<file path="src/hdl/tkh_pkg.sv">
// Shared types and constants for the top-k min-heap selector.
package tkh_pkg;

    localparam int unsigned VALUE_W    = 32;
    localparam int unsigned POS_W      = 16;
    localparam int unsigned TOPCNT_W   = 5;
    localparam int unsigned CFG_IDX_W  = 8;
    localparam int unsigned CFG_DATA_W = 32;

    localparam logic [CFG_IDX_W-1:0] REG_TOP_COUNT   = 8'd0;
    localparam logic [CFG_IDX_W-1:0] REG_SORTED_MODE = 8'd1;

    localparam logic [TOPCNT_W-1:0] TOP_COUNT_RST = 5'd10;

    // Datapath operations issued by the controller.
    localparam logic [3:0] OP_NONE   = 4'd0;
    localparam logic [3:0] OP_WRITE  = 4'd1;  // store incoming word at address
    localparam logic [3:0] OP_RDPAR  = 4'd2;  // read parent into work register
    localparam logic [3:0] OP_RDKIDS = 4'd3;  // read both children
    localparam logic [3:0] OP_SWAP   = 4'd4;  // write parent/child exchange
    localparam logic [3:0] OP_EMIT   = 4'd5;  // read entry for output
    localparam logic [3:0] OP_ROOTSW = 4'd6;  // exchange root and entry
    localparam logic [3:0] OP_TAKE   = 4'd7;  // capture incoming word
    localparam logic [3:0] OP_WRROOT = 4'd8;  // store captured word at address

    typedef struct packed {
        logic [3:0] op;
        logic [6:0] node;     // parent address
        logic [6:0] lft;      // left child address
        logic [6:0] rgt;      // right child address
        logic       rgt_ok;   // right child inside heap
        logic [POS_W-1:0] pos;
    } t_cmd;

    typedef struct packed {
        logic stop;       // parent <= chosen child
        logic pick_rgt;   // right child chosen
        logic greater;    // incoming word beats root
    } t_stat;

endpackage

</file>
<file path="src/hdl/top_k_min_heap_select.sv">
// Top level of the top-k min-heap selector: config registers and glue.
//
// Usage: feed one row element per word on the input channel (i_valid,
// o_stall, i_value, i_last). The block keeps the k largest values of the
// row (k = top_count, 0 acts as 1, above K_MAX acts as K_MAX, latched at
// the first element). On the word with i_last high it emits the kept
// values with their row positions on the output channel (o_valid,
// i_stall, o_value_out, o_index_out, o_last_out); o_last_out marks the
// final one. With sorted_mode = 1 they come out in descending order,
// otherwise in heap order. A row shorter than k emits only what arrived.
// Sequence: each of the first k-1 words is stored; the k-th word adds
// the bottom-up heap build. A later word is compared with the root and,
// when it beats the root, replaces it and is sifted down (up to log2(k)
// levels). The end of row adds, in sorted mode, the heap-sort (k-1 root
// swaps, each followed by a sift-down), then the emit of each kept word.
// Everything is paced by the one heap memory port set.
// o_stall is high whenever the sequencer is busy; i_stall holds the
// output register and the drain waits. Configuration writes are taken
// in any cycle (o_cfg_ready is tied high). Synchronous active-low reset
// empties the row, restores top_count=10 and sorted_mode=1.
module top_k_min_heap_select import tkh_pkg::*; #(
    parameter int unsigned K_MAX   = 16,
    parameter int unsigned ROW_MAX = 65536
) (
    input  logic                  i_clk,
    input  logic                  i_rst_n,
    input  logic                  i_valid,
    output logic                  o_stall,
    input  logic [VALUE_W-1:0]    i_value,
    input  logic                  i_last,
    output logic                  o_valid,
    input  logic                  i_stall,
    output logic [VALUE_W-1:0]    o_value_out,
    output logic [POS_W-1:0]      o_index_out,
    output logic                  o_last_out,
    input  logic                  i_cfg_valid,
    output logic                  o_cfg_ready,
    input  logic [CFG_IDX_W-1:0]  i_cfg_index,
    input  logic [CFG_DATA_W-1:0] i_cfg_data
);

    logic [TOPCNT_W-1:0] r_top_count;
    logic                r_sorted_mode;
    t_cmd                cmd;
    t_stat               stat;
    logic                ld_out;
    logic                out_last;
    logic                out_busy;

    assign o_cfg_ready = 1'b1;

    // Hold register values; writes land whenever the port strobes.
    always_ff @(posedge i_clk) begin
        if (!i_rst_n) begin
            r_top_count   <= TOP_COUNT_RST;
            r_sorted_mode <= 1'b1;
        end else if (i_cfg_valid) begin
            case (i_cfg_index)
                REG_TOP_COUNT:   r_top_count   <= i_cfg_data[TOPCNT_W-1:0];
                REG_SORTED_MODE: r_sorted_mode <= i_cfg_data[0];
                default: begin
                end
            endcase
        end
    end

    // Output register is busy if a word sits there and is stalled.
    assign out_busy = o_valid && i_stall;

    tkh_ctrl #(.K_MAX(K_MAX), .ROW_MAX(ROW_MAX)) u_ctrl (
        .i_clk         (i_clk),
        .i_rst_n       (i_rst_n),
        .i_valid       (i_valid),
        .i_last        (i_last),
        .i_top_count   (r_top_count),
        .i_sorted_mode (r_sorted_mode),
        .i_stat        (stat),
        .i_out_busy    (out_busy),
        .o_stall       (o_stall),
        .o_cmd         (cmd),
        .o_ld_out      (ld_out),
        .o_out_last    (out_last)
    );

    tkh_datapath #(.K_MAX(K_MAX)) u_dp (
        .i_clk       (i_clk),
        .i_rst_n     (i_rst_n),
        .i_cmd       (cmd),
        .i_value     (i_value),
        .i_ld_out    (ld_out),
        .i_out_last  (out_last),
        .i_out_stall (i_stall),
        .o_stat      (stat),
        .o_valid     (o_valid),
        .o_value_out (o_value_out),
        .o_index_out (o_index_out),
        .o_last_out  (o_last_out)
    );

endmodule

</file>
<file path="src/hdl/tkh_datapath.sv">
// Heap storage, compare logic and output register for the top-k selector.
module tkh_datapath import tkh_pkg::*; #(
    parameter int unsigned K_MAX = 16
) (
    input  logic               i_clk,
    input  logic               i_rst_n,
    input  t_cmd               i_cmd,
    input  logic [VALUE_W-1:0] i_value,
    input  logic               i_ld_out,
    input  logic               i_out_last,
    input  logic               i_out_stall,
    output t_stat              o_stat,
    output logic               o_valid,
    output logic [VALUE_W-1:0] o_value_out,
    output logic [POS_W-1:0]   o_index_out,
    output logic               o_last_out
);

    localparam int unsigned AW = (K_MAX > 1) ? $clog2(K_MAX) : 1;

    logic [VALUE_W-1:0] r_hv [K_MAX];
    logic [POS_W-1:0]   r_hp [K_MAX];
    logic [VALUE_W-1:0] r_pv, r_lv, r_rv;
    logic [POS_W-1:0]   r_pp, r_lp, r_rp;
    logic [VALUE_W-1:0] r_iv;
    logic               r_valid;
    logic [VALUE_W-1:0] r_ov;
    logic [POS_W-1:0]   r_op;
    logic               r_ol;
    logic               r_kids_rgt_ok;

    logic [AW-1:0] a_node, a_lft, a_rgt;
    logic          pick_rgt;
    logic [VALUE_W-1:0] cv;
    logic [POS_W-1:0]   cp;
    logic [AW-1:0]      a_pick;

    assign a_node = i_cmd.node[AW-1:0];
    assign a_lft  = i_cmd.lft[AW-1:0];
    assign a_rgt  = i_cmd.rgt[AW-1:0];

    assign pick_rgt = r_kids_rgt_ok && ($signed(r_rv) < $signed(r_lv));
    assign cv       = pick_rgt ? r_rv : r_lv;
    assign cp       = pick_rgt ? r_rp : r_lp;
    assign a_pick   = pick_rgt ? a_rgt : a_lft;

    assign o_stat.pick_rgt = pick_rgt;
    assign o_stat.stop     = $signed(r_pv) <= $signed(cv);
    assign o_stat.greater  = $signed(r_iv) > $signed(r_pv);

    // Heap memory: one or two ports per operation, in clocked blocks.
    always_ff @(posedge i_clk) begin
        case (i_cmd.op)
            OP_WRITE: begin
                r_hv[a_node] <= i_value;
                r_hp[a_node] <= i_cmd.pos;
            end
            OP_TAKE: begin
                r_iv <= i_value;
            end
            OP_WRROOT: begin
                r_hv[a_node] <= r_iv;
                r_hp[a_node] <= i_cmd.pos;
            end
            OP_RDPAR: begin
                r_pv <= r_hv[a_node];
                r_pp <= r_hp[a_node];
            end
            OP_RDKIDS: begin
                r_lv <= r_hv[a_lft];
                r_lp <= r_hp[a_lft];
                r_rv <= r_hv[a_rgt];
                r_rp <= r_hp[a_rgt];
                r_kids_rgt_ok <= i_cmd.rgt_ok;
            end
            OP_SWAP: begin
                r_hv[a_node] <= cv;
                r_hp[a_node] <= cp;
                r_hv[a_pick] <= r_pv;
                r_hp[a_pick] <= r_pp;
            end
            OP_ROOTSW: begin
                // r_pv holds root, r_lv holds entry at lft
                r_hv[a_node] <= r_lv;
                r_hp[a_node] <= r_lp;
                r_hv[a_lft]  <= r_pv;
                r_hp[a_lft]  <= r_pp;
                r_pv <= r_lv;
                r_pp <= r_lp;
            end
            OP_EMIT: begin
                r_ov <= r_hv[a_node];
                r_op <= r_hp[a_node];
                r_ol <= i_out_last;
            end
            default: begin
            end
        endcase
    end

    always_ff @(posedge i_clk) begin
        if (!i_rst_n) begin
            r_valid <= 1'b0;
        end else if (i_ld_out) begin
            r_valid <= 1'b1;
        end else if (!i_out_stall) begin
            r_valid <= 1'b0;
        end
    end

    assign o_valid     = r_valid;
    assign o_value_out = r_ov;
    assign o_index_out = r_op;
    assign o_last_out  = r_ol;

    ap_ld_free: assert property (@(posedge i_clk) disable iff (!i_rst_n)
        i_ld_out |-> (!r_valid || !i_out_stall))
        else $error("output register overwritten while held");
    ap_emit_ld: assert property (@(posedge i_clk) disable iff (!i_rst_n)
        i_ld_out |-> $past(i_cmd.op) == OP_EMIT)
        else $error("output load without memory read");
    ap_hold: assert property (@(posedge i_clk) disable iff (!i_rst_n)
        (r_valid && i_out_stall) |=> (r_valid && $stable(r_ov) && $stable(r_op)))
        else $error("stalled word changed");

endmodule

</file>
<file path="src/hdl/tkh_ctrl.sv">
// Sequencer for fill, heap build, replacement, heap-sort and result drain.
module tkh_ctrl import tkh_pkg::*; #(
    parameter int unsigned K_MAX   = 16,
    parameter int unsigned ROW_MAX = 65536
) (
    input  logic                i_clk,
    input  logic                i_rst_n,
    input  logic                i_valid,
    input  logic                i_last,
    input  logic [TOPCNT_W-1:0] i_top_count,
    input  logic                i_sorted_mode,
    input  t_stat               i_stat,
    input  logic                i_out_busy,
    output logic                o_stall,
    output t_cmd                o_cmd,
    output logic                o_ld_out,
    output logic                o_out_last
);

    localparam int unsigned PW = $clog2(ROW_MAX + 1);
    localparam int unsigned KW = $clog2(K_MAX + 1);

    localparam logic [3:0] S_IDLE  = 4'd0;
    localparam logic [3:0] S_RDP   = 4'd1;  // read parent
    localparam logic [3:0] S_RDK   = 4'd2;  // read children
    localparam logic [3:0] S_CMP   = 4'd3;  // compare, swap or stop
    localparam logic [3:0] S_BLD   = 4'd4;  // next build node
    localparam logic [3:0] S_SRTRD = 4'd5;  // read root, or end the sort
    localparam logic [3:0] S_SRTRK = 4'd6;
    localparam logic [3:0] S_SRTSW = 4'd7;
    localparam logic [3:0] S_EMIT  = 4'd8;
    localparam logic [3:0] S_EWAIT = 4'd9;
    localparam logic [3:0] S_REPL  = 4'd10; // root read for replacement
    localparam logic [3:0] S_RDONE = 4'd11; // parent loaded, check input
    localparam logic [3:0] S_RSET  = 4'd12;

    // After a sift-down finishes, where to go.
    localparam logic [1:0] R_IDLE  = 2'd0;
    localparam logic [1:0] R_BUILD = 2'd1;
    localparam logic [1:0] R_SORT  = 2'd2;

    logic [3:0]    r_st, n_st;
    logic [PW-1:0] r_rowpos, n_rowpos;
    logic [KW-1:0] r_k, n_k;
    logic [KW-1:0] r_size, n_size;   // heap size for sift
    logic [6:0]    r_node, n_node;
    logic [KW-1:0] r_bidx, n_bidx;   // build counter
    logic [1:0]    r_ret, n_ret;
    logic          r_fin, n_fin;     // row ended, emit after build/sort
    logic          r_srt, n_srt;
    logic [KW-1:0] r_cnt, n_cnt;     // emit/sort index

    logic [KW-1:0] kclamp;
    logic [KW-1:0] cur_k;
    logic [6:0]    lft, rgt;
    logic          accept;

    always_comb begin
        if (i_top_count == '0) begin
            kclamp = KW'(1);
        end else if (32'(i_top_count) > K_MAX) begin
            kclamp = KW'(K_MAX);
        end else begin
            kclamp = KW'(i_top_count);
        end
    end

    assign cur_k  = (r_rowpos == '0) ? kclamp : r_k;
    assign lft    = 7'((r_node << 1) + 7'd1);
    assign rgt    = 7'((r_node << 1) + 7'd2);
    assign o_stall = (r_st != S_IDLE);
    assign accept  = i_valid && (r_st == S_IDLE);

    always_comb begin
        n_st = r_st; n_rowpos = r_rowpos; n_k = r_k; n_size = r_size;
        n_node = r_node; n_bidx = r_bidx; n_ret = r_ret; n_fin = r_fin;
        n_srt = r_srt; n_cnt = r_cnt;
        o_cmd = '0;
        o_cmd.op = OP_NONE;
        o_cmd.node = r_node;
        o_cmd.lft = lft;
        o_cmd.rgt = rgt;
        o_cmd.rgt_ok = (32'(rgt) < 32'(r_size));
        o_cmd.pos = POS_W'(r_rowpos);
        o_ld_out = 1'b0;
        o_out_last = 1'b0;
        case (r_st)
            S_IDLE: begin
                if (accept) begin
                    n_k = cur_k;
                    n_fin = i_last;
                    n_srt = i_sorted_mode;
                    n_st = S_RSET;
                    if (32'(r_rowpos) < ROW_MAX) begin
                        n_rowpos = r_rowpos + PW'(1);
                        if (32'(r_rowpos) < 32'(cur_k)) begin
                            o_cmd.op = OP_WRITE;
                            o_cmd.node = 7'(r_rowpos);
                            if (32'(r_rowpos) + 1 == 32'(cur_k)) begin
                                n_size = cur_k;
                                n_bidx = KW'(cur_k >> 1);
                                n_st = S_BLD;
                            end
                        end else begin
                            // capture the word, then compare against root
                            o_cmd.op = OP_TAKE;
                            n_node = '0;
                            n_size = cur_k;
                            n_st = S_REPL;
                        end
                    end
                end
            end
            S_REPL: begin
                o_cmd.op = OP_RDPAR;
                o_cmd.node = '0;
                n_st = S_RDONE;
            end
            S_RDONE: begin
                // incoming word was captured at accept
                if (i_stat.greater) begin
                    o_cmd.op = OP_WRROOT;
                    o_cmd.node = '0;
                    o_cmd.pos = POS_W'(r_rowpos - PW'(1));
                    n_ret = R_IDLE;
                    n_st = S_RDP;
                end else begin
                    n_st = S_RSET;
                end
            end
            S_BLD: begin
                if (r_bidx == '0) begin
                    n_st = S_RSET;
                end else begin
                    n_bidx = r_bidx - KW'(1);
                    n_node = 7'(r_bidx - KW'(1));
                    n_ret = R_BUILD;
                    n_st = S_RDP;
                end
            end
            S_RDP: begin
                if (32'(lft) >= 32'(r_size)) begin
                    n_st = (r_ret == R_BUILD) ? S_BLD :
                           (r_ret == R_SORT) ? S_SRTRD : S_RSET;
                end else begin
                    o_cmd.op = OP_RDPAR;
                    n_st = S_RDK;
                end
            end
            S_RDK: begin
                o_cmd.op = OP_RDKIDS;
                n_st = S_CMP;
            end
            S_CMP: begin
                if (i_stat.stop) begin
                    n_st = (r_ret == R_BUILD) ? S_BLD :
                           (r_ret == R_SORT) ? S_SRTRD : S_RSET;
                end else begin
                    o_cmd.op = OP_SWAP;
                    n_node = i_stat.pick_rgt ? rgt : lft;
                    n_st = S_RDP;
                end
            end
            S_RSET: begin
                // decide on end of row
                if (r_fin) begin
                    if (32'(r_rowpos) < 32'(r_k)) begin
                        n_size = KW'(r_rowpos);
                        n_bidx = KW'(r_rowpos >> 1);
                        n_k = KW'(r_rowpos);
                        n_st = S_BLD;
                    end else begin
                        n_cnt = r_k;
                        n_fin = 1'b0;
                        n_st = r_srt ? S_SRTRD : S_EMIT;
                        n_size = r_k;
                        if (!r_srt) n_cnt = '0;
                    end
                end else begin
                    n_st = S_IDLE;
                end
            end
            S_SRTRD: begin
                if (r_cnt <= KW'(1)) begin
                    n_cnt = '0;
                    n_st = S_EMIT;
                end else begin
                    n_cnt = r_cnt - KW'(1);
                    o_cmd.op = OP_RDPAR;
                    o_cmd.node = '0;
                    n_st = S_SRTRK;
                end
            end
            S_SRTRK: begin
                o_cmd.op = OP_RDKIDS;
                o_cmd.lft = 7'(r_cnt);
                o_cmd.rgt = 7'(r_cnt);
                n_st = S_SRTSW;
            end
            S_SRTSW: begin
                o_cmd.op = OP_ROOTSW;
                o_cmd.node = '0;
                o_cmd.lft = 7'(r_cnt);
                n_node = '0;
                n_size = r_cnt;
                n_ret = R_SORT;
                n_st = S_RDP;
            end
            S_EMIT: begin
                if (!i_out_busy) begin
                    o_cmd.op = OP_EMIT;
                    o_cmd.node = 7'(r_cnt);
                    o_out_last = (r_cnt + KW'(1) == r_k);
                    n_st = S_EWAIT;
                end
            end
            S_EWAIT: begin
                o_ld_out = 1'b1;
                if (r_cnt + KW'(1) == r_k) begin
                    n_rowpos = '0;
                    n_st = S_IDLE;
                end else begin
                    n_cnt = r_cnt + KW'(1);
                    n_st = S_EMIT;
                end
            end
            default: n_st = S_IDLE;
        endcase
    end

    always_ff @(posedge i_clk) begin
        if (!i_rst_n) begin
            r_st <= S_IDLE;
            r_rowpos <= '0;
            r_k <= KW'(K_MAX);
            r_fin <= 1'b0;
        end else begin
            r_st <= n_st;
            r_rowpos <= n_rowpos;
            r_k <= n_k;
            r_fin <= n_fin;
        end
    end

    always_ff @(posedge i_clk) begin
        r_size <= n_size;
        r_node <= n_node;
        r_bidx <= n_bidx;
        r_ret <= n_ret;
        r_srt <= n_srt;
        r_cnt <= n_cnt;
    end

    ap_idle_take: assert property (@(posedge i_clk) disable iff (!i_rst_n)
        accept |=> r_st != S_IDLE)
        else $error("accepted word left controller idle");
    ap_k_range: assert property (@(posedge i_clk) disable iff (!i_rst_n)
        (r_k != '0 && 32'(r_k) <= K_MAX))
        else $error("latched k out of range");
    ap_emit_in: assert property (@(posedge i_clk) disable iff (!i_rst_n)
        (r_st == S_EMIT) |-> r_cnt < r_k)
        else $error("emit index past heap");

endmodule

</file>
<file path="config.mk">
export PLATFORM = sky130hd
export DESIGN_NAME = top_k_min_heap_select
export DESIGN_NICKNAME = d
export VERILOG_FILES = /design/src/hdl/tkh_pkg.sv /design/src/hdl/top_k_min_heap_select.sv /design/src/hdl/tkh_datapath.sv /design/src/hdl/tkh_ctrl.sv
export SDC_FILE = /design/constraint.sdc
export NUM_CORES = 2
export LEC_CHECK = 0
export ABC_CLOCK_PERIOD_IN_PS = 18900
export BUFFER_PORTS_ARGS = -buffer_cell sky130_fd_sc_hd__clkbuf_2
export CAP_MARGIN = 20
export CORE_MARGIN = 2
export CORE_UTILIZATION = 45
export DETAILED_ROUTE_END_ITERATION = 10
export SYNTH_ARGS = -nofsm -noshare
export SYNTH_HDL_FRONTEND = slang
export SYNTH_HIERARCHICAL = 1
export SYNTH_SLANG_ARGS = --single-unit
</file>
<file path="constraint.sdc">
create_clock -name i_clk -period 18.9 [get_ports i_clk]
set_clock_uncertainty 0.1 [all_clocks]
set_input_delay 0.945 -clock i_clk [delete_from_list [all_inputs] [get_ports i_clk]]
set_output_delay 0.945 -clock i_clk [all_outputs]
set_load 0.05 [all_outputs]
</file>
After elaboration in Yosys (flattened, before gate mapping)

Memories as Yosys holds them, arrays and structs flattened. A register that Yosys moved wholly into a read port is not among the register bits.
Index checks and enable logic that the tools add are counted.

Memory bits (writable): 768
Memories kept: 2
Output and inout port bits: 52
Input port bits: 78
Register bits after elaboration: 189

Reduce and logical (&&, ||, !) cells: 35
Order comparisons: 10
Multiplexer cells: 104
Add/subtract/negate cells: 9
Equal/unequal tests: 41
Bitwise gates (word level): 7

Memory list:

| memory    | depth | width | rd ports | clocked after Yosys merged registers in | write ports | line               | RTL |
|---|---|---|---|---|---|---|---|
| u_dp.r_hv | 16    | 32    | 3        | 2                                       | 2           | tkh_datapath.sv:21 | `logic [VALUE_W-1:0] r_hv [K_MAX];` |
| u_dp.r_hp | 16    | 16    | 3        | 2                                       | 2           | tkh_datapath.sv:22 | `logic [POS_W-1:0] r_hp [K_MAX];` |

Operators with widths:

| cell                                           | number |
|---|---|
| two-way mux 32 bit                             | 5 |
| two-way mux 16 bit                             | 7 |
| two-way mux 5 bit                              | 22 |
| two-way mux 4 bit                              | 21 |
| case mux 32 bit (2 select lines)               | 1 |
| case mux 4 bit (13 select lines)               | 1 |
| two-way mux 17 bit                             | 3 |
| two-way mux 7 bit                              | 7 |
| case mux 5 bit (3 select lines)                | 3 |
| case mux 4 bit (9 select lines)                | 1 |
| < comparator 17 x 5 -> 1 bit                   | 2 |
| case mux 17 bit (2 select lines)               | 1 |
| == test 32 x 5 -> 1 bit                        | 1 |
| == test 4 x 3 -> 1 bit (second input constant) | 8 |
| greater-than comparator 32 bit                 | 1 |
| <= comparator 32 bit                           | 1 |
| < comparator 32 bit                            | 1 |
| case mux 16 bit (2 select lines)               | 1 |
| OR reduction 32 bit                            | 1 |
| case mux 7 bit (4 select lines)                | 1 |
| == test 4 bit (second input constant)          | 6 |
| two-way mux 11 bit                             | 2 |
| two-way mux 10 bit                             | 2 |
| != test 2 bit (second input constant)          | 10 |
| 47 further kinds                               | 97 |

Logic depth before layout (Yosys ltp)

Word-level depth: 15
Depth in mapped cells: 31
Mapped depth without buffers: 27

Hierarchy

Netlist, hierarchy kept.

By module, submodules not included:

| module                | instances | cells an instance | area an instance (µm²) | seq. area each (µm²) |
|---|---|---|---|---|
| tkh_datapath          | 1         | 4,684             | 65,297.6               | 29,868.6 |
| tkh_ctrl              | 1         | 648               | 4,981.0                | 1,291.2 |
| top_k_min_heap_select | 1         | 33                | 305.3                  | 120.1 |

Least setup slack after synthesis

OpenSTA, ideal clock, no wires.

Path type: reg2reg
Start: reg u_dp.r_lv[2], read port of u_dp.r_hv
End: reg u_dp.r_kids_rgt_ok (enable)
Path buffers: 2
Cell stages (with the launch flop): 26
Library setup time: 0.692 ns
Period minus slack after synthesis: 12.372 ns
Setup slack: 6.528 ns
Data required time: 18.108 ns
Data arrival time: 11.581 ns
Cells stage by stage: edfxtp_1 > inv_1 > ha_1 > a211o_1 > a31oi_1 > o311a_1 > o21ai_1 > a21oi_4 > buf_6 > xnor2_1 > nand2_1 > buf_2 > mux2i_1 > ha_1 > a21o_1 > a21o_1 > a21o_1 > a21o_1 > a21oi_1 > o21ai_0 > and3_1 > a211oi_1 > nor2_1 > nor2_1 > nand2_1 > nor3b_1

RTL lines:

| item                 | line               | RTL |
|---|---|---|
| from (decl)          | tkh_datapath.sv:23 | `logic [VALUE_W-1:0] r_pv, r_lv, r_rv;` |
| to (signal assigned) | tkh_datapath.sv:74 | `r_kids_rgt_ok <= i_cmd.rgt_ok;` |
| to (decl)            | tkh_datapath.sv:30 | `logic r_kids_rgt_ok;` |

==> metrics.md <==
| Metric | Value |
|---|---|
| Worst slew margin | `9.95%` |
| Port buffer count | `101` |
| GR Util met3 | `14.9%` |
| Post_cts resized | `0` |
| Synth Instances | `5342` |
| Initial Util | `45.2%` |
| Critical R2R Launch | `u_dp/r_lv[2]` |
| Max Cap Violations | `0` |
| Drt wl/cell | `42.9 um` |
| Met1 usage | `48.8%` |
| Clock slew at reported path FFs | `0.06 ns` |
| Largest net degree at the start of global routing | `164` |
| CP startpoint kind | `register` |
| Setup_tns | `0 ns` |
| Die Footprint | `160000 sq um` |
| RSZ-0062 raised after global routing | `no` |
| Fraction of layout cells with a size suffix above 1 | `27.6%` |
| Vias/cell | `8.23` |
| GR peak layer | `met2` |
| Status | `finished, final reports clean` |
| First-pass GRT wire length | `425000 um` |
| FMAX | `0.0939 GHz` |
| R2r worst-path depth | `32` |
| Cell Area, Synth | `70400 sq um` |
| Die width | `400 um` |
| Footprint of the multi-input gates | `36500 sq um` |
| Max H-tree Level | `3` |
| CTS Root Cell | `clkbuf_16` |
| Clk_lat worst skew | `0.81 ns` |
| WS Path Type | `register to register` |
| Syn-to-layout area delta | `9.08%` |
| DRT Pass-1 Iters | `8` |
| Final nets | `5209` |
| GRT overflow | `0` |
| Power per Cell Area | `181 nW/um^2` |
| Syn Nets | `5539` |
| Overall Power | `13.9 mW` |
| P_leak | `23.5 nW` |
| Actual slew at the worst max-slew pin | `1.35 ns` |
| Reg2reg end | `u_dp/r_hp[9][7]` |
| Maximum VDD drop | `300 uV` |
| Vias in the first global route | `55900` |
| Largest stage delay, worst path | `0.90 ns` |
| Reg2Reg Setup Slack | `8.25 ns` |
| Post-DRT Antenna Nets | `0` |
| Max-slew violations | `0` |
| Hold path start | `i_value[2]` |
| Fillers | `13300` |
| FF+latch area | `31300 sq um` |
| Syn. warnings | `6` |
| CP max-delay cell | `buf_4` |
| Crit path arrival time | `11.18 ns` |
| Initial DRC count | `11700` |
| Worst hold path type | `primary input to register` |
| Required time of the critical path | `19.43 ns` |
| Post-CTS setup buffers | `0` |
| DRC viols | `0` |
| Final RePlAce weighted congestion | `0.908` |
| Chip height | `400 um` |
| Avg Inst Size Synth | `13.2 sq um` |
| Commonest non-fill, non-tap cell in the layout | `edfxtp_1` |
| Met2 GRT Util | `53.3%` |
| Hold Path Stages | `1` |
| Tot GR Track Use | `37.8%` |
| Final Critical Period | `10.65 ns` |
| Post-CTS Hold Fix Bufs | `0` |
| TritonCTS Buffers | `120` |
| Clk buf depth | `3` |
| Hold Crit Endpoint | `u_dp/r_iv[2]` |
| Core ar. | `156000 sq um` |
| Vias | `59000` |
| Dpl hpwl | `161000 um` |
| Io pins | `130` |
| Row count | `145` |
| Crit-path max FO | `163` |
| Final hold violations | `0` |
| Final setup violation count | `0` |
| Total Wirelength | `308000 um` |
| Commonest non-fill, non-tap cells in the layout | `edfxtp_1, a21oi_1, mux4_2` |
| Critical Path End Type | `register` |
| Clock sink count | `1052` |
| CTS tree | `built` |
| Fin crit share | `56.4%` |
| Initial antenna violation count | `7` |
==> worst max-delay path by stage <==
stage                            start                  to  cells past startpoint
after CTS                 u_dp/r_lv[2]     u_dp/r_hp[9][7]                     32
after detailed placement  u_dp/r_lv[2]     u_dp/r_hp[9][7]                     32
final                     u_dp/r_lv[2]     u_dp/r_hp[9][7]                     32
after global routing      u_dp/r_lv[2]    u_dp/r_hp[11][7]                     32
after global placement    u_dp/r_lv[2]     u_dp/r_hp[9][7]                     32
after floorplan           u_dp/r_lv[2]  u_dp/r_kids_rgt_ok                     25
==> flip-flops by register name (all words and copies together) (netlist names), 17 cells and up <==
name and cells:
u_ctrl/r_rowpos 17, u_dp/o_value_out 32, u_dp/r_hp 256, u_dp/r_hv 512, u_dp/r_iv 32, u_dp/r_lv 32
u_dp/r_pv 32, u_dp/r_rv 32
==> layout make-up <==
type                            instances  share of cell area [%]
Clock buffer                          141                    4.04
Multi-Input combinational cell       3435                    47.5
Timing Repair Buffer                  309                    2.95
Inverter                               94                   0.459
Tap cell                             2058                    3.35
Sequential cell                      1052                    40.7
Clock inverter                         82                   0.956
Antenna cell                            5                  0.0163
==> power breakdown <==
part | internal, mW | switching (mW)
sequential | 3.51 | 0.299
clock | 1.31 | 1.06
combinational | 2.94 | 4.76
==> worst max-delay path, delay by kind of cell, from the launching register on <==
kind / cells / cell delay (ns)
compound gates: 14 / 2.93
xor+xnor: 1 / 0.14
fa+ha+maj: 2 / 0.63
buf+inv: 7 / 3.37
flops: 1 / 0.43
mux: 1 / 0.14
simple gates: 7 / 2.46
==> stage by stage <==
stage	setup WS, ns	instances	utilization, %	hold WS, ns	instance area [sq um]
floorplan	6.53	5342	-	0.308	70400
global placement	8.73	6928	46.7	0.354	72700
detailed placement	8.71	6935	46.7	0.360	72800
CTS	8.65	7158	49.2	0.211	76600
global route	7.96	7172	49.3	0.237	76800
finish	8.25	7176	49.3	0.234	76800
==> layer usage <==
layer,wire [um],vias up,part of all wire (%)
met5,27,-,0.0088
met4,23100,4,7.5
met2,128000,6159,42
met3,53800,1463,17
li1,-,22000,-
met1,103000,29400,33
(Power assumes the default switching activity.)
